### src/hw/rtl/vt4_pkg.sv
// Shared types and constants for the 4x4 vertex transform core.
// No dependencies; every other file in hw/rtl imports this package.
package vt4_pkg;

   localparam int DATA_WIDTH_DEF = 32;
   localparam int COEF_WIDTH_DEF = 16;
   localparam int PORT_WIDTH     = 32;
   localparam int COEF_SLOT      = 16;
   localparam int DIM            = 4;
   localparam int CSR_DATA_WIDTH = 64;
   localparam int CSR_ADDR_WIDTH = 5;
   localparam int CSR_IDX_LSB    = 3;
   localparam int PIPE_DEPTH     = 5;

   // Identity matrix, Q4.12 ones on the diagonal
   localparam logic [DIM-1:0][CSR_DATA_WIDTH-1:0] COL_RESET = {
      64'h1000_0000_0000_0000,
      64'h0000_1000_0000_0000,
      64'h0000_0000_1000_0000,
      64'h0000_0000_0000_1000
   };

   typedef struct packed {
      logic signed [PORT_WIDTH-1:0] in_x;
      logic signed [PORT_WIDTH-1:0] in_y;
      logic signed [PORT_WIDTH-1:0] in_z;
      logic signed [PORT_WIDTH-1:0] in_w;
   } vt4_req_type;

   typedef struct packed {
      logic signed [PORT_WIDTH-1:0] out_x;
      logic signed [PORT_WIDTH-1:0] out_y;
      logic signed [PORT_WIDTH-1:0] out_z;
      logic signed [PORT_WIDTH-1:0] out_w;
      logic                         saturated;
   } vt4_rsp_type;

   typedef logic [DIM-1:0][CSR_DATA_WIDTH-1:0] vt4_matrix_type;
   typedef logic [DIM-1:0][PORT_WIDTH-1:0]     vt4_vec_type;

endpackage

### src/hw/rtl/vt4_csr.sv
// Matrix register file with an APB-style access port.
// Depends on vt4_pkg for widths, register count and reset values.
module vt4_csr import vt4_pkg::*; (
   input  logic                      clock,
   input  logic                      reset,
   input  logic                      psel,
   input  logic                      penable,
   input  logic                      pwrite,
   input  logic [CSR_ADDR_WIDTH-1:0] paddr,
   input  logic [CSR_DATA_WIDTH-1:0] pwdata,
   output logic [CSR_DATA_WIDTH-1:0] prdata,
   output logic                      pready,
   output vt4_matrix_type            matrix
);

   vt4_matrix_type col_ff;
   vt4_matrix_type col_in;
   logic [CSR_ADDR_WIDTH-CSR_IDX_LSB-1:0] idx;

   assign idx    = paddr[CSR_ADDR_WIDTH-1:CSR_IDX_LSB];
   assign pready = 1'b1;
   assign prdata = col_ff[idx];
   assign matrix = col_ff;

   always_comb begin
      col_in = col_ff;
      if (psel && penable && pwrite && pready) begin
         col_in[idx] = pwdata;
      end
   end

   always_ff @(posedge clock) begin
      if (reset) begin
         col_ff <= COL_RESET;
      end else begin
         col_ff <= col_in;
      end
   end

endmodule

### config.mk
export PLATFORM = sky130hd
export DESIGN_NAME = vt4_csr
export DESIGN_NICKNAME = d
export VERILOG_FILES = /design/src/hw/rtl/vt4_pkg.sv /design/src/hw/rtl/vt4_csr.sv
export SDC_FILE = /design/constraint.sdc
export NUM_CORES = 1
export LEC_CHECK = 0
export BUFFER_PORTS_ARGS = -buffer_cell sky130_fd_sc_hd__clkbuf_2
export CAP_MARGIN = 5
export CELL_PAD_IN_SITES_DETAIL_PLACEMENT = 1
export CELL_PAD_IN_SITES_GLOBAL_PLACEMENT = 2
export CORE_AREA = 2 2 189 191
export CTS_CLUSTER_DIAMETER = 120
export DETAILED_ROUTE_END_ITERATION = 16
export DIE_AREA = 0 0 191 193
export GPL_TIMING_DRIVEN = 0
export PLACE_DENSITY = 0.86
export SYNTH_ARGS = -nofsm -noshare
export SYNTH_HDL_FRONTEND = slang
export SYNTH_SLANG_ARGS = --single-unit
### constraint.sdc
create_clock -name clock -period 2.2 [get_ports clock]
set_clock_uncertainty 0.05 [all_clocks]
set_input_delay 0.33 -clock clock [delete_from_list [all_inputs] [get_ports clock]]
set_output_delay 0.33 -clock clock [all_outputs]
set_load 0.01 [all_outputs]
### Word level (Yosys, flattened, before mapping)

Index checks and enable logic that the tools add are counted.

* register bits after elaboration: 256
* bits in latches: 0
* bits in writable memories: 0
* bits in read-only memories: 0
* output and inout bits: 321
* word-level logic and storage cells: 14
* memories: 0

* add/sub/neg operators: 0
* $mul: 0
* divide/modulo/power cells: 0
* order comparisons: 2
* eq/ne operators: 0
* shifts and indexed selects: 0
* multiplexer cells: 5
* bitwise gates (word level): 0
* reductions and logical operators: 3

Operators with widths (count)
* 256-bit bitwise mux: 1
* 64-bit binary-select mux with 2-bit select: 1
* 64-bit demux with 2-bit select: 1
* 64-bit 2-to-1 mux: 2
* 1-bit logical AND: 3
* 2-bit by 3-bit less-than comparator with 1-bit output (second input constant): 1
* 2-bit by 1-bit >= comparator with 1-bit output (second input constant): 1

### Longest topological paths before layout

Gate-level depths: netlist of run 1.

* word-level depth: 5
* depth in mapped cells: 6
* mapped depth without buffers: 3

### Worst setup path before layout of run 1

Ideal clock, no wire load.

* path type: input-to-output
* from: in paddr[3]
* to: out prdata[33]
* arrival time: 1.326 ns
* data required time: 1.820 ns
* setup slack: 0.494 ns
* stages: 4
* buffers on the path: 3
* cell sequence: buf_6 > buf_6 > buf_4 > mux4_2

* word-level cells in the longest chain between the ends: 2

Ends and longest elaborated chain
* start: declaration: line vt4_csr.sv:9 `input logic [CSR_ADDR_WIDTH-1:0] paddr,`
* 64-bit binary-select mux with 2-bit select: line vt4_csr.sv:22 `assign prdata = col_ff[idx];`
* 64-bit 2-to-1 mux (implied by the code): line vt4_csr.sv:22
* end: declaration: line vt4_csr.sv:11 `output logic [CSR_DATA_WIDTH-1:0] prdata,`

No other way between the ends. The select of a mux whose other input is x is not followed.

### Worst setup path in the final report of run 1

* from: in paddr[4]
* to: out prdata[19]

Same word-level chain as after synthesis.

==> flow_summary.yaml, run 1 <==
route:
  first_pass_iters: 4
  avgRoutedWirePerCell_um: 22.1
  drt_first_iter_violations: 306
  detailroute.via_count: 9256
  route.antenna.remaining_nets: 0
  detail_route.vias_per_cell: 4.90
  wl_um: 41700
  drc_errors: 0
place:
  routabilityCongestion: 0.816
  post-dp-hpwl_um: 31600
  i_o_buffers: 387
pwr:
  power.total_mw: 10.5
  leakagePower_nw: 7.47
  vdd_drop_max_mv: 0.576
  power-per-cell-area_nw_per_um2: 694
global_route:
  globalRouteTotalUtil_pct: 22.2
  first_global_vias: 9983
  antenna_found_initial: 1
  pin_count_of_the_biggest_net_entering_global_routing: 14
  grt-ovfl-total: 0
  first_pass_grt_wire_length_um: 62500
sta:
  finalCritPeriodShare_pct: 94.8
  setup_viol_count_final: 0
  max_freq_mhz: 480
  report.final.hold_viol_count: 0
  report.final.slew_viol_count: 0
  grt_setup_unrepaired: "false"
  finalCriticalPeriod_ps: 2080
  max_slew.worst_pin.slew_ps: 724
  timing.slew.headroom_pct: 51.8
min_path:
  worstHoldPathType: "primary input to register"
cells_and_area:
  n_fill_cell: 3922
  synthToLayoutAreaGrowth_pct: 29.9
  final_util_pct: 43.3
  layout.nets: 1481
  layout-drive-gt1-share_pct: 38.2
  largest_reg_flops: 256
synthesis:
  synth_enable_flop_cells: 0
  ys_ff_latch: 256
  post_synthesis_cell_area_um2: 11700
  synth.area.top_cells: "sky130_fd_sc_hd__dfxtp_1, sky130_fd_sc_hd__mux2i_1, sky130_fd_sc_hd__nand2b_1"
  asyncSetResetFlopFracSynth_pct: 0
  synth_cell_types: 15
  synth_seq_area_share_pct: 43.9
  synth.top_cells.by_count: "sky130_fd_sc_hd__nand2b_1, sky130_fd_sc_hd__dfxtp_1, sky130_fd_sc_hd__mux2i_1, sky130_fd_sc_hd__mux4_2, sky130_fd_sc_hd__clkbuf_1"
  synth_top_cell_by_area: "sky130_fd_sc_hd__dfxtp_1"
  synthesis.instances: 990
  synth_largest_type_area_fraction_pct: 43.9
  yosysMostFrequentCell: "sky130_fd_sc_hd__nand2b_1"
  synth_nets: 1064
  syn_avg_cell_area_um2: 11.8
  postSynth.topFlopCell: "sky130_fd_sc_hd__dfxtp_1"
  synth.yosys.warnings: 0
clock_network:
  cts-htree-levels: 1
  cts_tree: "built"
  insertion_delay_ps: 530
  tritoncts_num_sinks: 256
  clock_tree.buffer_depth: 3
  root_buffer: "sky130_fd_sc_hd__clkbuf_16"
  cts_made_buffers: 28
  reg_clk_slew_reported_paths_ps: 70
worst_setup_path:
  endpoint_kind: "output pin"
  reg2reg_setup_slack_ps: 1400
  criticalPathCategory: "primary input to output pin"
  critical_path.reg2reg.startpoint: "matrix[140]"
  required_ps: 1820
  cp-start-kind: "primary input"
  crit_start: "paddr[4]"
  setup.worst_path.end: "prdata[19]"
  timing.reg2reg.worst_path_depth: 2
  critical_path_peak_fanout: 10
  crit_arrival_ps: 1700
  r2r_end: "matrix[140]"
die:
  total_die_area_um2: 36900
  fp-row-count: 69
  die-width_um: 191
  start_util_pct: 33.4
  boundaryPins: 395
  die_y_um: 193
  core_area_um2: 35000
flow_run:
  max-cap-violations: 0
status:
  outcome: "finished clean"
## area by class of cell
| class | count | area [um2] | area share (%) |
|---|---|---|---|
| Multi-Input combinational cell | 653 | 6070 | 40.1 |
| Sequential cell | 256 | 5120 | 33.8 |
| Timing Repair Buffer | 387 | 1940 | 12.8 |
| Clock buffer | 35 | 778 | 5.14 |
| Tap cell | 461 | 577 | 3.81 |
| Buffer | 81 | 467 | 3.08 |
| Clock inverter | 16 | 189 | 1.25 |
| Antenna cell | 1 | 2.50 | 0.0165 |
## per-layer routing
| metal | vias to the layer above | part of all wire [%] | track usage [%] | routed length [um] |
|---|---|---|---|---|
| li1 | 4277 | - | - | - |
| met1 | 4633 | 42 | 27.7 | 17600 |
| met2 | 290 | 50 | 39.3 | 20700 |
| met3 | 56 | 5.9 | 4.24 | 2470 |
| met4 | 0 | 2.3 | 5.90 | 962 |
| met5 | - | 0 | 0 | 0 |
## cells by family (layout without fill, tap and decap cells)
kind of cell | Yosys count | count (layout) | share of synthesized area [%]
and+or+nand+nor | 332 | 332 | 17.7
muxes | 320 | 320 | 34.3
DFF | 256 | 256 | 43.9
buffers and inverters | 81 | 519 | 3.98
other | 1 | 2 | 0.0322
## stage by stage
step           TNS, ps  area [um2]  hold slack (ps)  instances  worst slack [ps]
4_1_cts              0       15100             11.4       1889              90.5
5_1_grt              0       15100             46.0       1890              50.8
3_3_place_gp      -134       14200              424       1838             -36.2
2_1_floorplan        0       11700              441        990               494
3_5_place_dp      -167       14200              432       1838             -57.7
6_report             0       15100             25.7       1890               115
## how the worst min path moves through the flow
stage                start          end  slack (ps)  cells past startpoint
3_3_place_gp   matrix[181]  matrix[181]         420                      2
6_report        pwdata[12]   matrix[12]          30                      3
3_5_place_dp   matrix[192]  matrix[192]         430                      2
2_1_floorplan   pwdata[44]  matrix[172]         440                      2
4_1_cts         pwdata[12]   matrix[12]          10                      3
5_1_grt         pwdata[12]   matrix[12]          50                      3
## timing repair
action                     4_1_cts  5_1_grt
gates resized for setup          1        0
hold buffers                     0        0
setup buffers                    0        0
setup endpoints to repair       18        0
## critical path: stages
cell and delay (ps):
sky130_fd_sc_hd__buf_2 170, sky130_fd_sc_hd__buf_4 290, sky130_fd_sc_hd__buf_2 360, sky130_fd_sc_hd__mux4_2 380, sky130_fd_sc_hd__clkbuf_2 170
## power breakdown
group / internal (mW) / total [mW] / leakage [nW] / switching [mW]
logic: 0.362 / 0.812 / 4.92 / 0.450
registers: 4.70 / 4.75 / 2.07 / 0.0585
clock network: 2.97 / 4.95 / 0.479 / 1.98
total: 8.03 / 10.5 / 7.47 / 2.49
## placed cells by master, fill, tap and decap left out
master	count
sky130_fd_sc_hd__and3_1	2
sky130_fd_sc_hd__buf_2	16
sky130_fd_sc_hd__buf_4	22
sky130_fd_sc_hd__buf_6	8
sky130_fd_sc_hd__bufinv_16	4
sky130_fd_sc_hd__clkbuf_1	38
sky130_fd_sc_hd__clkbuf_16	29
sky130_fd_sc_hd__clkbuf_2	387
sky130_fd_sc_hd__clkbuf_8	3
sky130_fd_sc_hd__clkinv_2	9
sky130_fd_sc_hd__clkinvlp_4	2
sky130_fd_sc_hd__conb_1	1
sky130_fd_sc_hd__dfxtp_1	256
sky130_fd_sc_hd__diode_2	1
sky130_fd_sc_hd__inv_6	1
sky130_fd_sc_hd__mux2i_1	256
sky130_fd_sc_hd__mux4_2	64
sky130_fd_sc_hd__nand2b_1	316
sky130_fd_sc_hd__nand3_1	2
sky130_fd_sc_hd__nand3b_1	2
sky130_fd_sc_hd__nor2_1	8
sky130_fd_sc_hd__nor3_4	1
sky130_fd_sc_hd__or3_1	1
No activity file was read; power rests on OpenSTA's default activity.
==> run 2: changes to the inputs <==
ABC_AREA = 1   (was unset)
CORE_AREA = 2 2 210 212   (was 2 2 189 191)
DIE_AREA = 0 0 212 214   (was 0 0 191 193)
==> flow_summary.yaml, run 2 <==
status:
  outcome: "finished clean"
synthesis:
  synth_top_cell_by_area: "sky130_fd_sc_hd__dfxtp_1"
  ys_ff_latch: 256
  synth.yosys.warnings: 0
  synth.top_cells.by_count: "sky130_fd_sc_hd__nand2_1, sky130_fd_sc_hd__nor2_1, sky130_fd_sc_hd__dfxtp_1, sky130_fd_sc_hd__nand3_1, sky130_fd_sc_hd__inv_1"
  synthesis.instances: 1814
  synth_cell_types: 19
  synth_enable_flop_cells: 0
  synth_seq_area_share_pct: 43.0
  asyncSetResetFlopFracSynth_pct: 0
  post_synthesis_cell_area_um2: 11900
  synth_nets: 1888
  synth.area.top_cells: "sky130_fd_sc_hd__dfxtp_1, sky130_fd_sc_hd__nand2_1, sky130_fd_sc_hd__nor2_1"
  synth_largest_type_area_fraction_pct: 43.0
  postSynth.topFlopCell: "sky130_fd_sc_hd__dfxtp_1"
  syn_avg_cell_area_um2: 6.56
  yosysMostFrequentCell: "sky130_fd_sc_hd__nand2_1"
global_route:
  first_global_vias: 13722
  grt.met3_usage_pct: 3.03
  antenna_found_initial: 1
  pin_count_of_the_biggest_net_entering_global_routing: 14
  grt-ovfl-total: 0
  first_pass_grt_wire_length_um: 82800
  globalRoute.busiestLayer: "met2"
  globalRouteTotalUtil_pct: 23.6
  global_route.usage.met1_pct: 30.9
  groute.layer.met2.usage_pct: 41.1
pwr:
  power.total_mw: 11.0
  power-per-cell-area_nw_per_um2: 703
  power.sequential.fraction_pct: 44.0
  p_int_mw: 7.99
  leakagePower_nw: 7.48
  power.switching_mw: 3.02
  comb_power_share_pct: 11.3
  pwr-share-clk_pct: 44.7
  power.switching_fraction_pct: 27.4
  vdd_drop_max_mv: 0.459
flow_run:
  max-cap-violations: 0
sta:
  hold_slack_ps: 32.1
  report.final.hold_viol_count: 0
  max_freq_mhz: 474
  grt_setup_unrepaired: "false"
  timing.slew.headroom_pct: 30.0
  max_slew.worst_pin.slew_ps: 1050
  finalCriticalPeriod_ps: 2110
  finalCritPeriodShare_pct: 95.9
  setup_viol_count_final: 0
  report.final.slew_viol_count: 0
die:
  boundaryPins: 395
  die_y_um: 214
  fp-row-count: 76
  die-width_um: 212
  start_util_pct: 27.8
  core_area_um2: 42900
  total_die_area_um2: 45400
worst_setup_path:
  cp-start-kind: "primary input"
  endpoint_kind: "output pin"
  critical_path_peak_fanout: 10
  required_ps: 1820
  criticalPathCategory: "primary input to output pin"
  crit_arrival_ps: 1730
route:
  wl_um: 55100
  first_pass_iters: 5
  route.antenna.remaining_nets: 0
  detail_route.vias_per_cell: 4.73
  detailroute.via_count: 13473
  avgRoutedWirePerCell_um: 19.3
  drc_errors: 0
  drt_first_iter_violations: 587
clock_network:
  reg_clk_slew_reported_paths_ps: 60
  cts-htree-levels: 1
  clock_tree.buffer_depth: 3
  root_buffer: "sky130_fd_sc_hd__clkbuf_16"
  insertion_delay_ps: 550
  cts_made_buffers: 29
  cts_tree: "built"
  tritoncts_num_sinks: 256
place:
  routabilityCongestion: 0.798
  i_o_buffers: 388
  post-dp-hpwl_um: 41900
min_path:
  worstHoldPathType: "primary input to register"
cells_and_area:
  layout.nets: 2317
  largest_reg_flops: 256
  final_cell_mix: "sky130_fd_sc_hd__nand2_1, sky130_fd_sc_hd__nor2_1, sky130_fd_sc_hd__clkbuf_2"
  final_util_pct: 36.5
  layout-drive-gt1-share_pct: 24.1
  commonest_non_fill_non_tap_cell_in_the_layout: "sky130_fd_sc_hd__nand2_1"
  synthToLayoutAreaGrowth_pct: 31.5
  n_fill_cell: 5599
  n_antenna_cell: 0
==> run 2: cell types whose count changed after synthesis, moves of 64 or more <==
cell                       before  now
sky130_fd_sc_hd__nand2b_1     316    0
sky130_fd_sc_hd__inv_1          0   65
sky130_fd_sc_hd__nor2_1         8  504
sky130_fd_sc_hd__mux2i_1      256    0
sky130_fd_sc_hd__nand2_1        0  516
sky130_fd_sc_hd__nand4_1        0   64
sky130_fd_sc_hd__nand3_1        2  256
sky130_fd_sc_hd__mux4_2        64    0
==> run 2: layout make-up <==
cell class / count / area, um2 / share of cell area, %
inverter: 69 / 267 / 1.70
clock inverter: 9 / 75.1 / 0.479
timing repair buffer: 398 / 2050 / 13.1
sequential: 256 / 5120 / 32.7
buffer: 134 / 826 / 5.27
tap: 585 / 732 / 4.67
clock buffer: 43 / 878 / 5.61
multi-input combinational: 1355 / 5710 / 36.4
==> run 2: worst paths after layout <==
kind	depth (start not counted)	end	from	slack [ps]
hold reg to reg	2	matrix[236]	matrix[236]	450
hold / removal	3	matrix[172]	pwdata[44]	30
setup reg to reg	2	matrix[252]	matrix[252]	1410
setup / recovery	7	prdata[13]	paddr[4]	90
==> run 2: per-stage QoR <==
| stage | setup slack (ps) | instance area (um2) | instances | setup TNS (ps) |
|---|---|---|---|---|
| floorplan | 656 | 11900 | 1814 | 0 |
| global placement | -178 | 14600 | 2787 | -3110 |
| detailed placement | -179 | 14600 | 2787 | -3940 |
| CTS | 16.9 | 15600 | 2846 | 0 |
| global route | 0.606 | 15700 | 2849 | 0 |
| finish | 89.2 | 15700 | 2849 | 0 |
==> run 2: worst max-delay path: stages <==
cell,delay [ps]
sky130_fd_sc_hd__buf_6,130
sky130_fd_sc_hd__nor2_4,230
sky130_fd_sc_hd__buf_4,220
sky130_fd_sc_hd__clkbuf_1,410
sky130_fd_sc_hd__nand2_1,130
sky130_fd_sc_hd__nand4_1,130
sky130_fd_sc_hd__clkbuf_2,140
==> run 2: per-layer routing <==
metal	vias to the layer above	wire length (um)
met2	337	26600
met1	6517	24700
met5	-	12
met4	2	1110
li1	6559	-
met3	58	2650
==> run 2: power by group through the flow <==
stage / registers, mW / clock network [mW] / logic (mW)
finish: 4.85 / 4.92 / 1.25
floorplan: 4.96 / 0 / 0.661
CTS: 4.85 / 5.02 / 1.26
global placement: 4.95 / 0 / 1.21
detailed placement: 4.95 / 0 / 1.23
global route: 4.86 / 5.21 / 1.37
==> run 2: logic make-up after synthesis <==
family	count (synthesis)	synth area share [%]
AO/OA/AOI/OAI	4	0.168
buffers and inverters	203	9.04
flip-flops	256	43.0
other	1	0.0315
AND/OR/NAND/NOR	1350	47.7
==> run 2: timing repair <==
| item | in CTS | in global routing |
|---|---|---|
| pin swaps | 1 | 1 |
| gates resized for setup | 6 | 3 |
| endpoints found under the setup margin | 44 | 10 |
| buffers inserted | 4 | 3 |
| hold endpoints to repair | 3 | 0 |
| hold buffers | 3 | 0 |
==> run 3: changes to the inputs <==
REMOVE_ABC_BUFFERS = 1   (was unset)
clock period = 2.6 ns   (was 2.2 ns; I/O delays follow)
==> flow_summary.yaml, run 3 (same netlist as run 2, synthesis figures left out) <==
pwr:
  vdd_drop_max_mv: 0.358
  p_int_mw: 6.83
  comb_power_share_pct: 10.5
  power-per-cell-area_nw_per_um2: 611
  power.switching_fraction_pct: 26.5
  pwr-share-clk_pct: 45.5
  leakagePower_nw: 7.12
  power.switching_mw: 2.47
  power.sequential.fraction_pct: 44.0
place:
  i_o_buffers: 390
  post-dp-hpwl_um: 30000
  routabilityCongestion: 0.733
cells_and_area:
  synthToLayoutAreaGrowth_pct: 27.8
  commonest_non_fill_non_tap_cell_in_the_layout: "sky130_fd_sc_hd__nand2_1"
  final_cell_mix: "sky130_fd_sc_hd__nand2_1, sky130_fd_sc_hd__nor2_1, sky130_fd_sc_hd__clkbuf_2"
  layout.nets: 2199
  layout-drive-gt1-share_pct: 21.9
  largest_reg_flops: 256
  n_antenna_cell: 0
global_route:
  globalRoute.busiestLayer: "met2"
  antenna_found_initial: 1
  global_route.usage.met1_pct: 24.2
  first_global_vias: 12846
  grt-ovfl-total: 0
  globalRouteTotalUtil_pct: 19.8
  pin_count_of_the_biggest_net_entering_global_routing: 153
  grt.met3_usage_pct: 3.90
  first_pass_grt_wire_length_um: 72700
  groute.layer.met2.usage_pct: 35.0
clock_network:
  cts_made_buffers: 31
  reg_clk_slew_reported_paths_ps: 60
  clock_tree.buffer_depth: 3
  tritoncts_num_sinks: 256
  cts_tree: "built"
  root_buffer: "sky130_fd_sc_hd__clkbuf_16"
  insertion_delay_ps: 560
  cts-htree-levels: 1
sta:
  setup_viol_count_final: 0
  setup_tns_ps: 0
  max_slew.worst_pin.slew_ps: 1300
  report.final.hold_viol_count: 0
  timing.slew.headroom_pct: 13.5
  grt_setup_unrepaired: "false"
  report.final.slew_viol_count: 0
  finalCriticalPeriod_ps: 2500
  finalCritPeriodShare_pct: 96.1
  max_freq_mhz: 400
  hold_slack_ps: 142
worst_setup_path:
  cp-start-kind: "primary input"
  crit_path_top_delay_cell: "sky130_fd_sc_hd__nor2_8"
  endpoint_kind: "output pin"
  crit_arrival_ps: 2060
  timing.reg2reg.worst_path_depth: 2
  critical_path.reg2reg.startpoint: "matrix[243]"
  crit_chain: "buf_2, inv_4, nor2_8, buf_16, nand2_1, nand4_1, clkbuf_2"
  critical_path.max_stage_delay_ps: 560
  required_ps: 2160
  criticalPathCategory: "primary input to output pin"
  r2r_end: "matrix[243]"
  critical_path_peak_fanout: 47
  crit_path_buffers_inverters: 4
  reg2reg_setup_slack_ps: 1870
  cp_top_family: "buffers and inverters"
die:
  die_y_um: 214
  boundaryPins: 395
  die-width_um: 212
  core_area_um2: 42900
  start_util_pct: 27.8
  total_die_area_um2: 45400
  fp-row-count: 76
route:
  detailroute.via_count: 12924
  first_pass_iters: 4
  drt_first_iter_violations: 585
  drc_errors: 0
  route.antenna.remaining_nets: 0
  detail_route.vias_per_cell: 4.73
  avgRoutedWirePerCell_um: 17.2
  wl_um: 46900
flow_run:
  max-cap-violations: 0
min_path:
  hold_start: "pwdata[53]"
  worst_hold_path.endpoint: "matrix[53]"
  holdPathStages: 5
  worstHoldPathType: "primary input to register"
status:
  outcome: "finished clean"
==> run 3: cell types whose count changed in the layout (fill, tap and decap cells not counted), sizes merged <==
cell / before / now
clkbuf: 471 / 441
dlygate4sd3: 3 / 4
clkinv: 6 / 4
bufinv: 1 / 0
buf: 100 / 18
clkinvlp: 2 / 1
nor2: 512 / 513
clkdlybuf4s15: 1 / 0
==> run 3: worst max path at each step <==
| stage | start | slack (ps) | cells past startpoint | end |
|---|---|---|---|---|
| floorplan | reset | -1830 | 2 | matrix[12] |
| CTS | paddr[3] | 20 | 7 | prdata[46] |
| global placement | reset | -4340 | 3 | matrix[252] |
| detailed placement | psel | -40 | 10 | matrix[216] |
| finish | paddr[4] | 100 | 7 | prdata[46] |
| global route | paddr[4] | 20 | 7 | prdata[7] |
==> run 3: layer usage <==
metal	part of all wire [%]	up-vias	wire length, um
li1	-	6310	-
met1	43	6256	20100
met2	49	289	23100
met3	5.5	69	2600
met4	2.4	0	1140
met5	0	-	0
==> run 3: what timing repair did <==
item | in CTS | in global routing
resized for setup | 0 | 2
hold buffers | 4 | 0
hold endpoints to repair | 4 | 0
setup buffers | 0 | 1
endpoints found under the setup margin | 0 | 38
==> run 3: cell type report <==
type / count / area (um2)
clock inverters: 5 / 31.3
repair buffers: 411 / 2360
inverters: 69 / 279
flip-flops and latches: 256 / 5120
fillers: 5578 / 27700
well taps: 585 / 732
clock buffers: 52 / 965
multi-input cells: 1356 / 5720
==> run 3: metrics by stage <==
stage / instances / utilization (%) / setup WS [ps] / total power, mW / cell area [um2]
floorplan: 1680 / - / -1830 / 4.74 / 11100
global placement: 2655 / 32.1 / -4340 / 5.19 / 13800
detailed placement: 2671 / 33.0 / -35.2 / 5.14 / 14200
CTS: 2732 / 35.4 / 16.9 / 9.43 / 15200
global route: 2734 / 35.5 / 18.4 / 9.70 / 15200
finish: 2734 / 35.5 / 101 / 9.29 / 15200
==> run 3: worst reg2reg max path: stages (launching register included) <==
cell and delay [ps]:
sky130_fd_sc_hd__dfxtp_1 370, sky130_fd_sc_hd__nor2_1 70, sky130_fd_sc_hd__nor2_1 180
==> run 3: power by group through the flow <==
stage	Sequential, mW	Clock (mW)	Combinational (mW)
floorplan	4.19	0	0.547
global placement	4.17	0	1.02
detailed placement	4.17	0	0.973
CTS	4.09	4.37	0.982
global route	4.10	4.53	1.08
finish	4.09	4.23	0.978
